==> src/hdl/npfe_pkg.sv <==
package npfe_pkg;

  // default sizes
  localparam int SENTENCE_BYTES_DEF  = 64;
  localparam int MAX_FIELD_CHARS_DEF = 15;

  // characters of interest
  localparam logic [7:0] CH_DOLLAR = 8'h24;
  localparam logic [7:0] CH_COMMA  = 8'h2C;
  localparam logic [7:0] CH_M      = 8'h4D;
  localparam logic [7:0] CH_C      = 8'h43;
  localparam logic [7:0] CH_G      = 8'h47;
  localparam logic [7:0] CH_A      = 8'h41;

  // result tags
  typedef enum logic [2:0] {
    TAG_LAT     = 3'd0,
    TAG_LAT_HEM = 3'd1,
    TAG_LON     = 3'd2,
    TAG_LON_HEM = 3'd3,
    TAG_VOID    = 3'd4,
    TAG_END     = 3'd5
  } tag_t;

  // sentence kind found in the header
  typedef enum logic [1:0] {
    KIND_NONE = 2'd0,
    KIND_RMC  = 2'd1,
    KIND_GGA  = 2'd2
  } kind_t;

  typedef struct packed {
    tag_t       tag;
    logic [7:0] char_value;
    logic       sentence_type;
    logic       last;
  } result_t;

  // results produced by one processed byte
  typedef struct packed {
    logic       valid;
    logic [1:0] count;
    result_t    first;
    result_t    second;
  } push_t;

endpackage

==> src/hdl/npfe_outbuf.sv <==
module npfe_outbuf import npfe_pkg::*; (
  input  logic    clk,
  input  logic    rst_n,
  input  push_t   push,
  output logic    buf_space,
  output logic    res_valid,
  input  logic    res_ready,
  output result_t res
);

  logic [1:0] cnt_r;
  result_t    slot0_r, slot1_r;
  logic       pop;

  assign pop       = (cnt_r != 2'd0) && res_ready;
  assign buf_space = (cnt_r == 2'd0) || (cnt_r == 2'd1 && res_ready);
  assign res_valid = (cnt_r != 2'd0);
  assign res       = slot0_r;

  // fill count
  always_ff @(posedge clk) begin
    if (!rst_n) begin
      cnt_r <= 2'd0;
    end else if (push.valid) begin
      cnt_r <= push.count;
    end else if (pop) begin
      cnt_r <= cnt_r - 2'd1;
    end
  end

  // result slots, head in slot0
  always_ff @(posedge clk) begin
    if (push.valid) begin
      slot0_r <= push.first;
      slot1_r <= push.second;
    end else if (pop && cnt_r == 2'd2) begin
      slot0_r <= slot1_r;
    end
  end

endmodule

==> config.mk <==
export PLATFORM = sky130hd
export DESIGN_NAME = npfe_outbuf
export DESIGN_NICKNAME = d
export VERILOG_FILES = /design/src/hdl/npfe_pkg.sv /design/src/hdl/npfe_outbuf.sv
export SDC_FILE = /design/constraint.sdc
export NUM_CORES = 1
export LEC_CHECK = 0
export BUFFER_PORTS_ARGS = -buffer_cell sky130_fd_sc_hd__buf_2
export CAP_MARGIN = 20
export CORE_ASPECT_RATIO = 1.1
export CORE_MARGIN = 2
export CORE_UTILIZATION = 38
export CTS_CLUSTER_DIAMETER = 50
export DETAILED_ROUTE_END_ITERATION = 12
export PLACE_DENSITY = 0.71
export SYNTH_ARGS = -nofsm -noshare
export SYNTH_HDL_FRONTEND = slang
export SYNTH_SLANG_ARGS = --single-unit
export TNS_END_PERCENT = 100
==> constraint.sdc <==
create_clock -name clk -period 3.9 [get_ports clk]
set_clock_uncertainty 0.1 [all_clocks]
set_input_delay 0.585 -clock clk [delete_from_list [all_inputs] [get_ports clk]]
set_output_delay 0.585 -clock clk [all_outputs]
set_load 0.005 [all_outputs]
==> impl_results.md <==
* Initial antenna violation count at 0
* Max-slew violations at 0
* Starting Density at 40.80%
* Peak VDD IR at 0.2889 mV
* FFs w/ async S/R, synth at 0%
* Post-synth EDFFs at 26
* Final worst path period need at 1903 ps
* # fillers at 251
* Worst reg2reg setup slack at 2060 ps
* Setup TNS at 0 ps
* Yosys reg bits at 28
* Static Leakage at 0.0006190 uW
* Simple-gate share of the synthesized area at 3.037%
* Die area at 0.003493 mm^2
* DRT Pass-1 Iters at 2
* Fin. Hold Viols at 0
* Clock transition at path regs at 140 ps
* Routed Antenna Nets at 0
* Mux cell area share after synthesis at 15.62%
* Rows at 20
* YS warnings at 0
* Hold crit path type: in -> reg
* Top cell type's share of synthesized area at 67.68%
* Fmax achieved at 0.5254 GHz
* Syn Std Cell Area at 0.001154 mm^2
* Vias post-DR at 635
* Synth Flop Type: edfxtp_1
* Total Power at 546.2 uW
* CTS Hold Bufs at 0
* Synth Area in Adders at 3.254%
* Area delta synth->final at 23.10%
* CTS tree: built
* Antenna cells at 0
* Root Driver: clkbuf_4
* GP Congestion at 0.6861
* PortBufs at 46
* Final nets at 146
* Post-CTS sizing at 0
* Net Count, Synth at 97
* Largest net degree at the start of global routing at 29
* Most frequent cell after synthesis: edfxtp_1
* Core area at 0.002828 mm^2
* Share of the synthesized netlist area taken by xor and xnor gates at 0.7592%
* Die width at 56.54 um
* Syn Area/Cell at 18.61 um^2
* Vias in the first global route at 603
* CTS Buf Count at 3
* Netlist cell types at 16
* Share of the yosys chip area belonging to registers at 71.15%
* CTS H-tree lvls at 1
* Critical path required time at 3210 ps
* Post-CTS Repair Setup Buffers at 0
* Die height at 61.79 um
* WL/cell at 11.22 um
* CP Launch Type: register
* Post-synth top cells: edfxtp_1 (26), mux2_4 (9), nand2_1 (5)
* Largest family of logic cells by synthesized area: multiplexers
* Worst r2r dst: res[9]
* Critical path startpoint: cnt_r[0]
* Yosys top cell by area: edfxtp_1
* Synth Area in Compound Gates at 2.169%
* Max-cap viol count at 0
* Worst Hold Depth at 1
* Gr usage total at 9.522%
* Final HPWL from detailed placement at 1240 um
* Status: finished, final reports clean
* Cell Pwr Density at 384.6 mW/mm^2
* RSZ-0062 raised after global routing: false
* Final worst path period share at 48.80%
* DRT Wirelength at 1605 um
* Reg2reg start: cnt_r[0]
* Worst Setup EP: buf_space
* Fraction of layout instances using a drive strength above 1 at 57.27%
* Hold wc startpoint: push[6]
* First-pass GRT wire length at 2490 um
* Final setup fails at 0
* Cell count after synthesis at 62
* Synth top area cells: edfxtp_1 (68%), mux2_4 (12%), mux2_2 (3.9%)
* Clock tree sinks at 28
* Grt total ovfl at 0
* Setup CP Type: reg -> out
* DP Area at 0.001394 mm^2
* Crit path arrival time at 1220 ps
* Clock Path Buffers at 2
* 1st-iter DRT viols at 14
* Crit end category: primary output
* Design area at 0.001420 mm^2
* R2R depth at 5
* Slew margin rel. at 56.44%
* Number of I/O pins at 47
* Worst-Skew Late Latency at 310 ps
* DR DRC count at 0
* Crit path max fanout at 3
* Worst slew pin tran at 653.3 ps
* DR vias/cell at 4.441
[final cells by class]
cell class                 instances  area (um^2)  area share [%]
multi-input combinational         28        286.5           20.18
sequential                        28        820.8           57.80
inverter                           4        15.01           1.057
tap                               33        41.29           2.907
timing repair buffer              46        230.2           16.21
clock buffer                       4        26.28           1.850
[worst min-delay path by stage]
| stage | endpoint | slack, ps |
|---|---|---|
| 2_1_floorplan | res[12] | 420 |
| 3_3_place_gp | res[3] | 430 |
| 3_5_place_dp | res[10] | 430 |
| 4_1_cts | slot1_r[11] | 330 |
| 5_1_grt | slot1_r[3] | 310 |
| 6_report | slot1_r[6] | 330 |
[metal layers]
| layer | vias up | track usage, % | share of wire, % |
|---|---|---|---|
| li1 | 323 | - | - |
| met1 | 286 | 11.39 | 41 |
| met2 | 24 | 16.45 | 52 |
| met3 | 2 | 1.449 | 6.0 |
| met4 | 0 | 6.122 | 0.87 |
| met5 | - | 0 | 0 |
[cell usage in the layout, fill, tap and decap left out, drive strengths merged]
cell type   n
buf        46
edfxtp     26
mux2       13
nand2       5
inv         4
clkbuf      4
ha          3
dfxtp       2
and2b       1
xnor2       1
o21ai       1
a21oi       1
nand3b      1
o211ai      1
a21boi      1
[metrics by stage]
| stage | util [%] | hold slack [ps] | cells | setup WS, ps |
|---|---|---|---|---|
| CTS | 50.22 | 325.4 | 143 | 1977 |
| finish | 50.22 | 332.8 | 143 | 1997 |
| detailed placement | 49.29 | 435.0 | 139 | 1627 |
| floorplan | - | 424.6 | 62 | 2256 |
| global placement | 49.29 | 429.4 | 139 | 1721 |
| global route | 50.22 | 311.9 | 143 | 1891 |
[worst max-delay path, stage by stage, from the launching register on]
cell and delay, ps:
dfxtp_1 390, inv_1 80, ha_1 220, inv_1 70, nand2_1 40, buf_2 110
[flip-flops by register name, indices dropped and copies added (netlist names)]
register / cells
cnt_r: 2
res: 13
slot1_r: 13
[cell families (layout without fill, tap and decap cells)]
group / count (synthesis) / in the layout
AOI/OAI and AO/OA: 4 / 4
xor gates and xnor gates: 1 / 1
adders and majority gates: 3 / 3
buffers and inverters: 6 / 54
DFF: 28 / 28
muxes: 13 / 13
and+or+nand+nor: 7 / 7
[report_power, final]
| group | internal [uW] | switching, uW |
|---|---|---|
| sequential | 356 | 6.87 |
| clock | 39.9 | 74.9 |
| combinational | 40.8 | 27.7 |
Note: power is estimated with default switching activity, not from simulation.
