<file path="config.mk">
export PLATFORM = sky130hd
export DESIGN_NAME = npfe_core
export DESIGN_NICKNAME = d
export VERILOG_FILES = /design/src/hdl/npfe_pkg.sv /design/src/hdl/npfe_core.sv
export SDC_FILE = /design/constraint.sdc
export NUM_CORES = 1
export LEC_CHECK = 0
export BUFFER_PORTS_ARGS = -buffer_cell sky130_fd_sc_hd__buf_2
export CORE_MARGIN = 4
export CORE_UTILIZATION = 51
export DETAILED_ROUTE_END_ITERATION = 10
export PLACE_DENSITY_LB_ADDON = 0.3
export SYNTH_ARGS = -nofsm -noshare
export SYNTH_HDL_FRONTEND = slang
export SYNTH_SLANG_ARGS = --single-unit
</file>
<file path="constraint.sdc">
create_clock -name clk -period 5.2 [get_ports clk]
set_input_delay 0.52 -clock clk [delete_from_list [all_inputs] [get_ports clk]]
set_output_delay 0.52 -clock clk [all_outputs]
set_load 0.01 [all_outputs]
</file>
<file path="src/hdl/npfe_pkg.sv">
package npfe_pkg;

  // default sizes
  localparam int SENTENCE_BYTES_DEF  = 64;
  localparam int MAX_FIELD_CHARS_DEF = 15;

  // characters of interest
  localparam logic [7:0] CH_DOLLAR = 8'h24;
  localparam logic [7:0] CH_COMMA  = 8'h2C;
  localparam logic [7:0] CH_M      = 8'h4D;
  localparam logic [7:0] CH_C      = 8'h43;
  localparam logic [7:0] CH_G      = 8'h47;
  localparam logic [7:0] CH_A      = 8'h41;

  // result tags
  typedef enum logic [2:0] {
    TAG_LAT     = 3'd0,
    TAG_LAT_HEM = 3'd1,
    TAG_LON     = 3'd2,
    TAG_LON_HEM = 3'd3,
    TAG_VOID    = 3'd4,
    TAG_END     = 3'd5
  } tag_t;

  // sentence kind found in the header
  typedef enum logic [1:0] {
    KIND_NONE = 2'd0,
    KIND_RMC  = 2'd1,
    KIND_GGA  = 2'd2
  } kind_t;

  typedef struct packed {
    tag_t       tag;
    logic [7:0] char_value;
    logic       sentence_type;
    logic       last;
  } result_t;

  // results produced by one processed byte
  typedef struct packed {
    logic       valid;
    logic [1:0] count;
    result_t    first;
    result_t    second;
  } push_t;

endpackage

</file>
<file path="src/hdl/npfe_core.sv">
module npfe_core import npfe_pkg::*; #(
  parameter int SENTENCE_BYTES  = SENTENCE_BYTES_DEF,
  parameter int MAX_FIELD_CHARS = MAX_FIELD_CHARS_DEF
) (
  input  logic       clk,
  input  logic       rst_n,
  input  logic       byte_valid,
  input  logic [7:0] byte_data,
  output logic       byte_ready,
  input  logic       buf_space,
  output push_t      push
);

  localparam int IDX_W = $clog2(SENTENCE_BYTES);
  localparam logic [IDX_W-1:0] IDX_LAST = IDX_W'(SENTENCE_BYTES - 1);
  localparam logic [3:0] MAXC = 4'(MAX_FIELD_CHARS);

  logic             in_vld_r;
  logic [7:0]       in_byte_r;

  logic             in_sentence_r, in_sentence_nxt;
  logic [IDX_W-1:0] idx_r, idx_nxt;
  logic [7:0]       type3_r, type3_nxt;
  kind_t            kind_r, kind_nxt;
  logic [3:0]       comma_r, comma_nxt;
  logic [3:0]       fcc_r, fcc_nxt;
  logic             stopped_r, stopped_nxt;

  logic             is_comma;
  logic             f_emit;
  tag_t             f_tag;
  logic             end_emit;
  logic [3:0]       lat_f;
  logic [1:0]       nres;
  result_t          res0, res1;
  logic             fire;
  logic             stype;

  // per-byte parse step
  always_comb begin
    in_sentence_nxt = in_sentence_r;
    idx_nxt         = idx_r;
    type3_nxt       = type3_r;
    kind_nxt        = kind_r;
    comma_nxt       = comma_r;
    fcc_nxt         = fcc_r;
    stopped_nxt     = stopped_r;
    is_comma        = (in_byte_r == CH_COMMA);
    f_emit          = 1'b0;
    f_tag           = TAG_LAT;
    end_emit        = 1'b0;
    lat_f           = (kind_r == KIND_RMC) ? 4'd3 : 4'd2;

    if (!in_sentence_r) begin
      if (in_byte_r == CH_DOLLAR) begin
        in_sentence_nxt = 1'b1;
        idx_nxt         = '0;
        type3_nxt       = '0;
        kind_nxt        = KIND_NONE;
        comma_nxt       = '0;
        fcc_nxt         = '0;
        stopped_nxt     = 1'b0;
      end
    end else begin
      // header typing
      if (idx_r == IDX_W'(3)) begin
        type3_nxt = in_byte_r;
      end
      if (idx_r == IDX_W'(4) && !stopped_r) begin
        if (type3_r == CH_M && in_byte_r == CH_C) begin
          kind_nxt = KIND_RMC;
        end else if (type3_r == CH_G && in_byte_r == CH_A) begin
          kind_nxt = KIND_GGA;
        end
      end

      // field extraction
      if (idx_r >= IDX_W'(5) && kind_r != KIND_NONE && !stopped_r) begin
        if (kind_r == KIND_RMC && comma_r == 4'd2 && fcc_r == 4'd0 && in_byte_r != CH_A) begin
          f_emit      = 1'b1;
          f_tag       = TAG_VOID;
          stopped_nxt = 1'b1;
        end else if (kind_r == KIND_GGA && comma_r == 4'd1 && fcc_r == 4'd0 && is_comma) begin
          stopped_nxt = 1'b1;
        end else if (comma_r == lat_f && !is_comma && fcc_r < MAXC) begin
          f_emit = 1'b1;
          f_tag  = TAG_LAT;
        end else if (comma_r == lat_f + 4'd1 && fcc_r == 4'd0) begin
          f_emit = 1'b1;
          f_tag  = TAG_LAT_HEM;
        end else if (comma_r == lat_f + 4'd2 && !is_comma && fcc_r < MAXC) begin
          f_emit = 1'b1;
          f_tag  = TAG_LON;
        end else if (comma_r == lat_f + 4'd3 && fcc_r == 4'd0) begin
          f_emit = 1'b1;
          f_tag  = TAG_LON_HEM;
        end
      end else if (idx_r < IDX_W'(3) && is_comma) begin
        stopped_nxt = 1'b1;
      end

      // field counters
      if (is_comma) begin
        if (comma_r != 4'hF) begin
          comma_nxt = comma_r + 4'd1;
        end
        fcc_nxt = '0;
      end else if (fcc_r != 4'hF) begin
        fcc_nxt = fcc_r + 4'd1;
      end

      // sentence end
      if (idx_r == IDX_LAST) begin
        end_emit        = (kind_r != KIND_NONE);
        in_sentence_nxt = 1'b0;
        idx_nxt         = '0;
      end else begin
        idx_nxt = idx_r + IDX_W'(1);
      end
    end
  end

  // pack the results of this byte
  always_comb begin
    stype = (kind_r == KIND_GGA);
    res0  = '{tag: TAG_END, char_value: 8'd0, sentence_type: stype, last: 1'b1};
    res1  = '{tag: TAG_END, char_value: 8'd0, sentence_type: stype, last: 1'b1};
    nres  = 2'd0;
    if (f_emit) begin
      res0 = '{tag: f_tag, char_value: in_byte_r, sentence_type: stype, last: !end_emit};
      nres = end_emit ? 2'd2 : 2'd1;
    end else if (end_emit) begin
      nres = 2'd1;
    end
  end

  assign fire       = in_vld_r && (nres == 2'd0 || buf_space);
  assign byte_ready = !in_vld_r || fire;

  assign push.valid  = fire && (nres != 2'd0);
  assign push.count  = nres;
  assign push.first  = res0;
  assign push.second = res1;

  // input register
  always_ff @(posedge clk) begin
    if (!rst_n) begin
      in_vld_r <= 1'b0;
    end else if (byte_valid && byte_ready) begin
      in_vld_r <= 1'b1;
    end else if (fire) begin
      in_vld_r <= 1'b0;
    end
  end

  always_ff @(posedge clk) begin
    if (byte_valid && byte_ready) begin
      in_byte_r <= byte_data;
    end
  end

  // parser state
  always_ff @(posedge clk) begin
    if (!rst_n) begin
      in_sentence_r <= 1'b0;
      idx_r         <= '0;
      type3_r       <= '0;
      kind_r        <= KIND_NONE;
      comma_r       <= '0;
      fcc_r         <= '0;
      stopped_r     <= 1'b0;
    end else if (fire) begin
      in_sentence_r <= in_sentence_nxt;
      idx_r         <= idx_nxt;
      type3_r       <= type3_nxt;
      kind_r        <= kind_nxt;
      comma_r       <= comma_nxt;
      fcc_r         <= fcc_nxt;
      stopped_r     <= stopped_nxt;
    end
  end

endmodule

</file>
==> metrics.md <==
| Metric | Value |
|---|---|
| Initial antenna violation count | `0` |
| Share of flip-flops with an asynchronous set or reset | `0` |
| Via Count | `roughly 1900` |
| Hold Vio Cnt, Final | `0` |
| # nets final | `between 200 and 300` |
| Hold Path Sink | `in_byte_r[2]` |
| Pwr Density | `around 250 mW/mm²` |
| Worst-Skew Late Latency | `about 0.29 ns` |
| Area delta synth->final | `10.73%` |
| Slew Limit Headroom | `0.2987` |
| CP max FO | `11` |
| Synth cell types | `60` |
| Post-route ant nets | `0` |
| WP data arrival | `approximately 3.7 ns` |
| GPL Wtd Cong | `0.9536` |
| EDFF count, synth | `8` |
| Initial core utilization | `0.5423` |
| Max-slew violations | `0` |
| CTS Buf Count | `5` |
| CTS resizes | `0` |
| Core footprint | `0.004086 mm²` |
| Average cell area after synthesis | `approximately 9 µm²` |
| Commonest cells after routing, fill and taps aside | `29 x buf_2, 27 x dfxtp_1, 21 x nor2_1, 15 x nand2_1, 13 x inv_1` |
| # H-tree levels | `2` |
| Clock skew | `roughly 0.0084 ns` |
| R2R depth | `12` |
| GRT Residual Overflow | `0` |
| Largest net degree at the start of global routing | `16` |
| # diodes | `0` |
| Final core utilization | `0.6004` |
| Final setup margin | `about 0.94 ns` |
| Max Clk Rate | `about 0.23 GHz` |
| Detailed Route WL | `between 4000 and 5000 µm` |
| DR vias/cell | `5.935` |
| Input/output buffers | `29` |
| Worst Setup End Kind | `primary output` |
| Max Cap Viol | `0` |
| Initial drt markers | `approximately 170` |
| Dpl hpwl | `roughly 3700 µm` |
| First-pass GRT wire length | `8507 µm` |
| Worst Hold Class | `in2reg` |
| Period utilisation layout | `0.8192` |
| Post-synthesis register bit count | `35` |
| Critical path class | `reg2out` |
| Die area | `0.005463 mm²` |
| Critical Path RT | `4.68 ns` |
| Post-CTS Hold Buffers | `0` |
| Pre-CTS setup slack | `~1.2 ns` |
| Sink Count | `35` |
| Power, Total | `slightly above 600 µW` |
| Min-Delay Startpoint | `byte_data[2]` |
| GRT Util Overall | `0.2003` |
| Final Setup Violations | `0` |
| Commonest non-fill, non-tap cell in the layout | `buf_2` |
| Main flop type after synthesis | `dfxtp_1` |
| Reg-to-Reg Start | `idx_r[1]` |
| Site Rows | `23` |
| RSZ-0062 raised after global routing | `false` |
| DIE WIDTH | `roughly 74 µm` |
| Worst-case clock buffer depth | `2` |
| Seq/Total Area, Yosys | `0.3523` |
| Layout cells sized above 1 | `0.1941` |
| Clk pin slew, worst setup/hold paths | `~0.08 ns` |
| Post-route setup TNS | `0 ns` |
| CTS tree | `done` |
| LEAKAGE | `roughly 0.00095 µW` |
| Gate Count Post-Synth | `246` |
| Drt drc | `0` |
| Status | `finished, final reports clean` |
| I/O pin total | `between 40 and 50` |
| Cell count of the worst hold path | `1` |
| Chip height | `roughly 74 µm` |
| Clock Tree Root | `clkbuf_8` |
| Critical Path Source Type | `flop` |
| Reg2reg end | `idx_r[5]` |
| Synth Warn # | `0` |
| Worst-Margin Slew | `approximately 1.0 ns` |
| First-pass DRT Iterations | `4` |
| FF-to-FF setup slack | `approximately 1.1 ns` |
| Max VDD drop | `167.6 µV` |
| Min Tclk post-route | `4.260 ns` |
| Per-cell routed wire length | `around 15 µm` |
| Synth Cell Area | `0.002216 mm²` |
| Vias in the first global route | `~1700` |
| Post-CTS setup buffer count | `0` |
[worst max-delay path by stage]
stage / from / to / slack (ns) / depth (start not counted)
5_1_grt: idx_r[1] / push[28] / 0.57 / 11
3_3_place_gp: idx_r[1] / idx_r[5] / 1.28 / 12
6_report: idx_r[1] / push[28] / 0.94 / 11
3_5_place_dp: idx_r[1] / idx_r[5] / 1.19 / 12
2_1_floorplan: idx_r[1] / idx_r[5] / 2.00 / 13
4_1_cts: idx_r[1] / push[28] / 0.95 / 11
[metrics by stage]
stage / cells / instance area [µm²] / hold WS [ns]
6_report: 323 / 2454 / 0.4012
5_1_grt: 323 / 2454 / 0.3888
4_1_cts: 323 / 2454 / 0.3934
3_5_place_dp: 315 / 2321 / 0.4632
3_3_place_gp: 315 / 2321 / 0.4591
2_1_floorplan: 256 / 2253 / 0.4402
[synth_stat cells (all sizes together) (2+ instances only)]
| library cell | n | area share |
|---|---|---|
| nor4b | 2 | 0.0079 |
| edfxtp | 8 | 0.11 |
| a22oi | 2 | 0.0068 |
| or3 | 2 | 0.0056 |
| a21boi | 8 | 0.041 |
| a31oi | 4 | 0.011 |
| nor4bb | 3 | 0.014 |
| a21o | 2 | 0.0068 |
| ha | 12 | 0.068 |
| o21ai | 10 | 0.023 |
| nand4 | 7 | 0.023 |
| xnor2 | 3 | 0.012 |
| nor3 | 4 | 0.0090 |
| or4b | 2 | 0.011 |
| or4bb | 2 | 0.010 |
| clkbuf | 3 | 0.0051 |
| nor3b | 2 | 0.0068 |
| a21oi | 12 | 0.027 |
| o31ai | 3 | 0.010 |
| or2b | 2 | 0.0068 |
| dfxtp | 27 | 0.24 |
| nand2 | 15 | 0.025 |
| a22o | 8 | 0.032 |
| nor2b | 2 | 0.0056 |
| or4 | 4 | 0.015 |
| conb | 2 | 0.0034 |
| nand2b | 4 | 0.011 |
| nor2 | 22 | 0.041 |
| buf | 17 | 0.058 |
| inv | 13 | 0.022 |
| nor4 | 5 | 0.017 |
| and3 | 2 | 0.0056 |
| a211oi | 3 | 0.010 |
| and2 | 3 | 0.0096 |
| nand3 | 10 | 0.023 |
[worst max-delay path: stages (launching register included)]
cell and delay [ns]:
dfxtp_1 0.39, inv_1 0.10, ha_1 0.18, nand2b_1 0.13, a2111oi_0 0.91, nor4_1 0.15
o21ai_1 0.57, and2_4 0.28, ha_1 0.23, o21ai_1 0.22, nor2_1 0.15, buf_2 0.15
[cell type report]
type                       instances  area, µm²
multi-input combinational        188       1284
tap                               50      62.56
sequential                        35      780.7
inverter                          13      48.80
fill                             381       1633
clock inverter                     2      60.06
clock buffer                       6      72.57
timing repair buffer              29      145.1
[layer usage]
| metal | track usage | wire length, µm |
|---|---|---|
| met5 | 0 | 0 |
| met4 | 0.06841 | 69 |
| met3 | 0.04925 | 429 |
| met2 | 0.2943 | 2231 |
| met1 | 0.2864 | 2227 |
[report_power, final]
group          leakage (µW)  switching (µW)  total [µW]  internal, µW
clock network     0.0000654             103         295           192
registers          0.000296            7.67         292           284
logic              0.000589            14.8        23.2          8.38
[kinds of logic after synthesis]
group,synth area share
compound gates,0.2050
xor+xnor,0.01581
flops,0.3523
fa+ha+maj,0.06776
other cells,0.003389
simple gates,0.2659
buf+inv,0.08526
mux,0.004517
[flip-flops by register name, summed over array words and instances (netlist names)]
register / count
kind_r: 2
stopped_r: 1
idx_r: 6
in_byte_r: 8
in_sentence_r: 1
type3_r: 8
comma_r: 4
fcc_r: 4
in_vld_r: 1
Note: power is estimated with default switching activity, not from simulation.
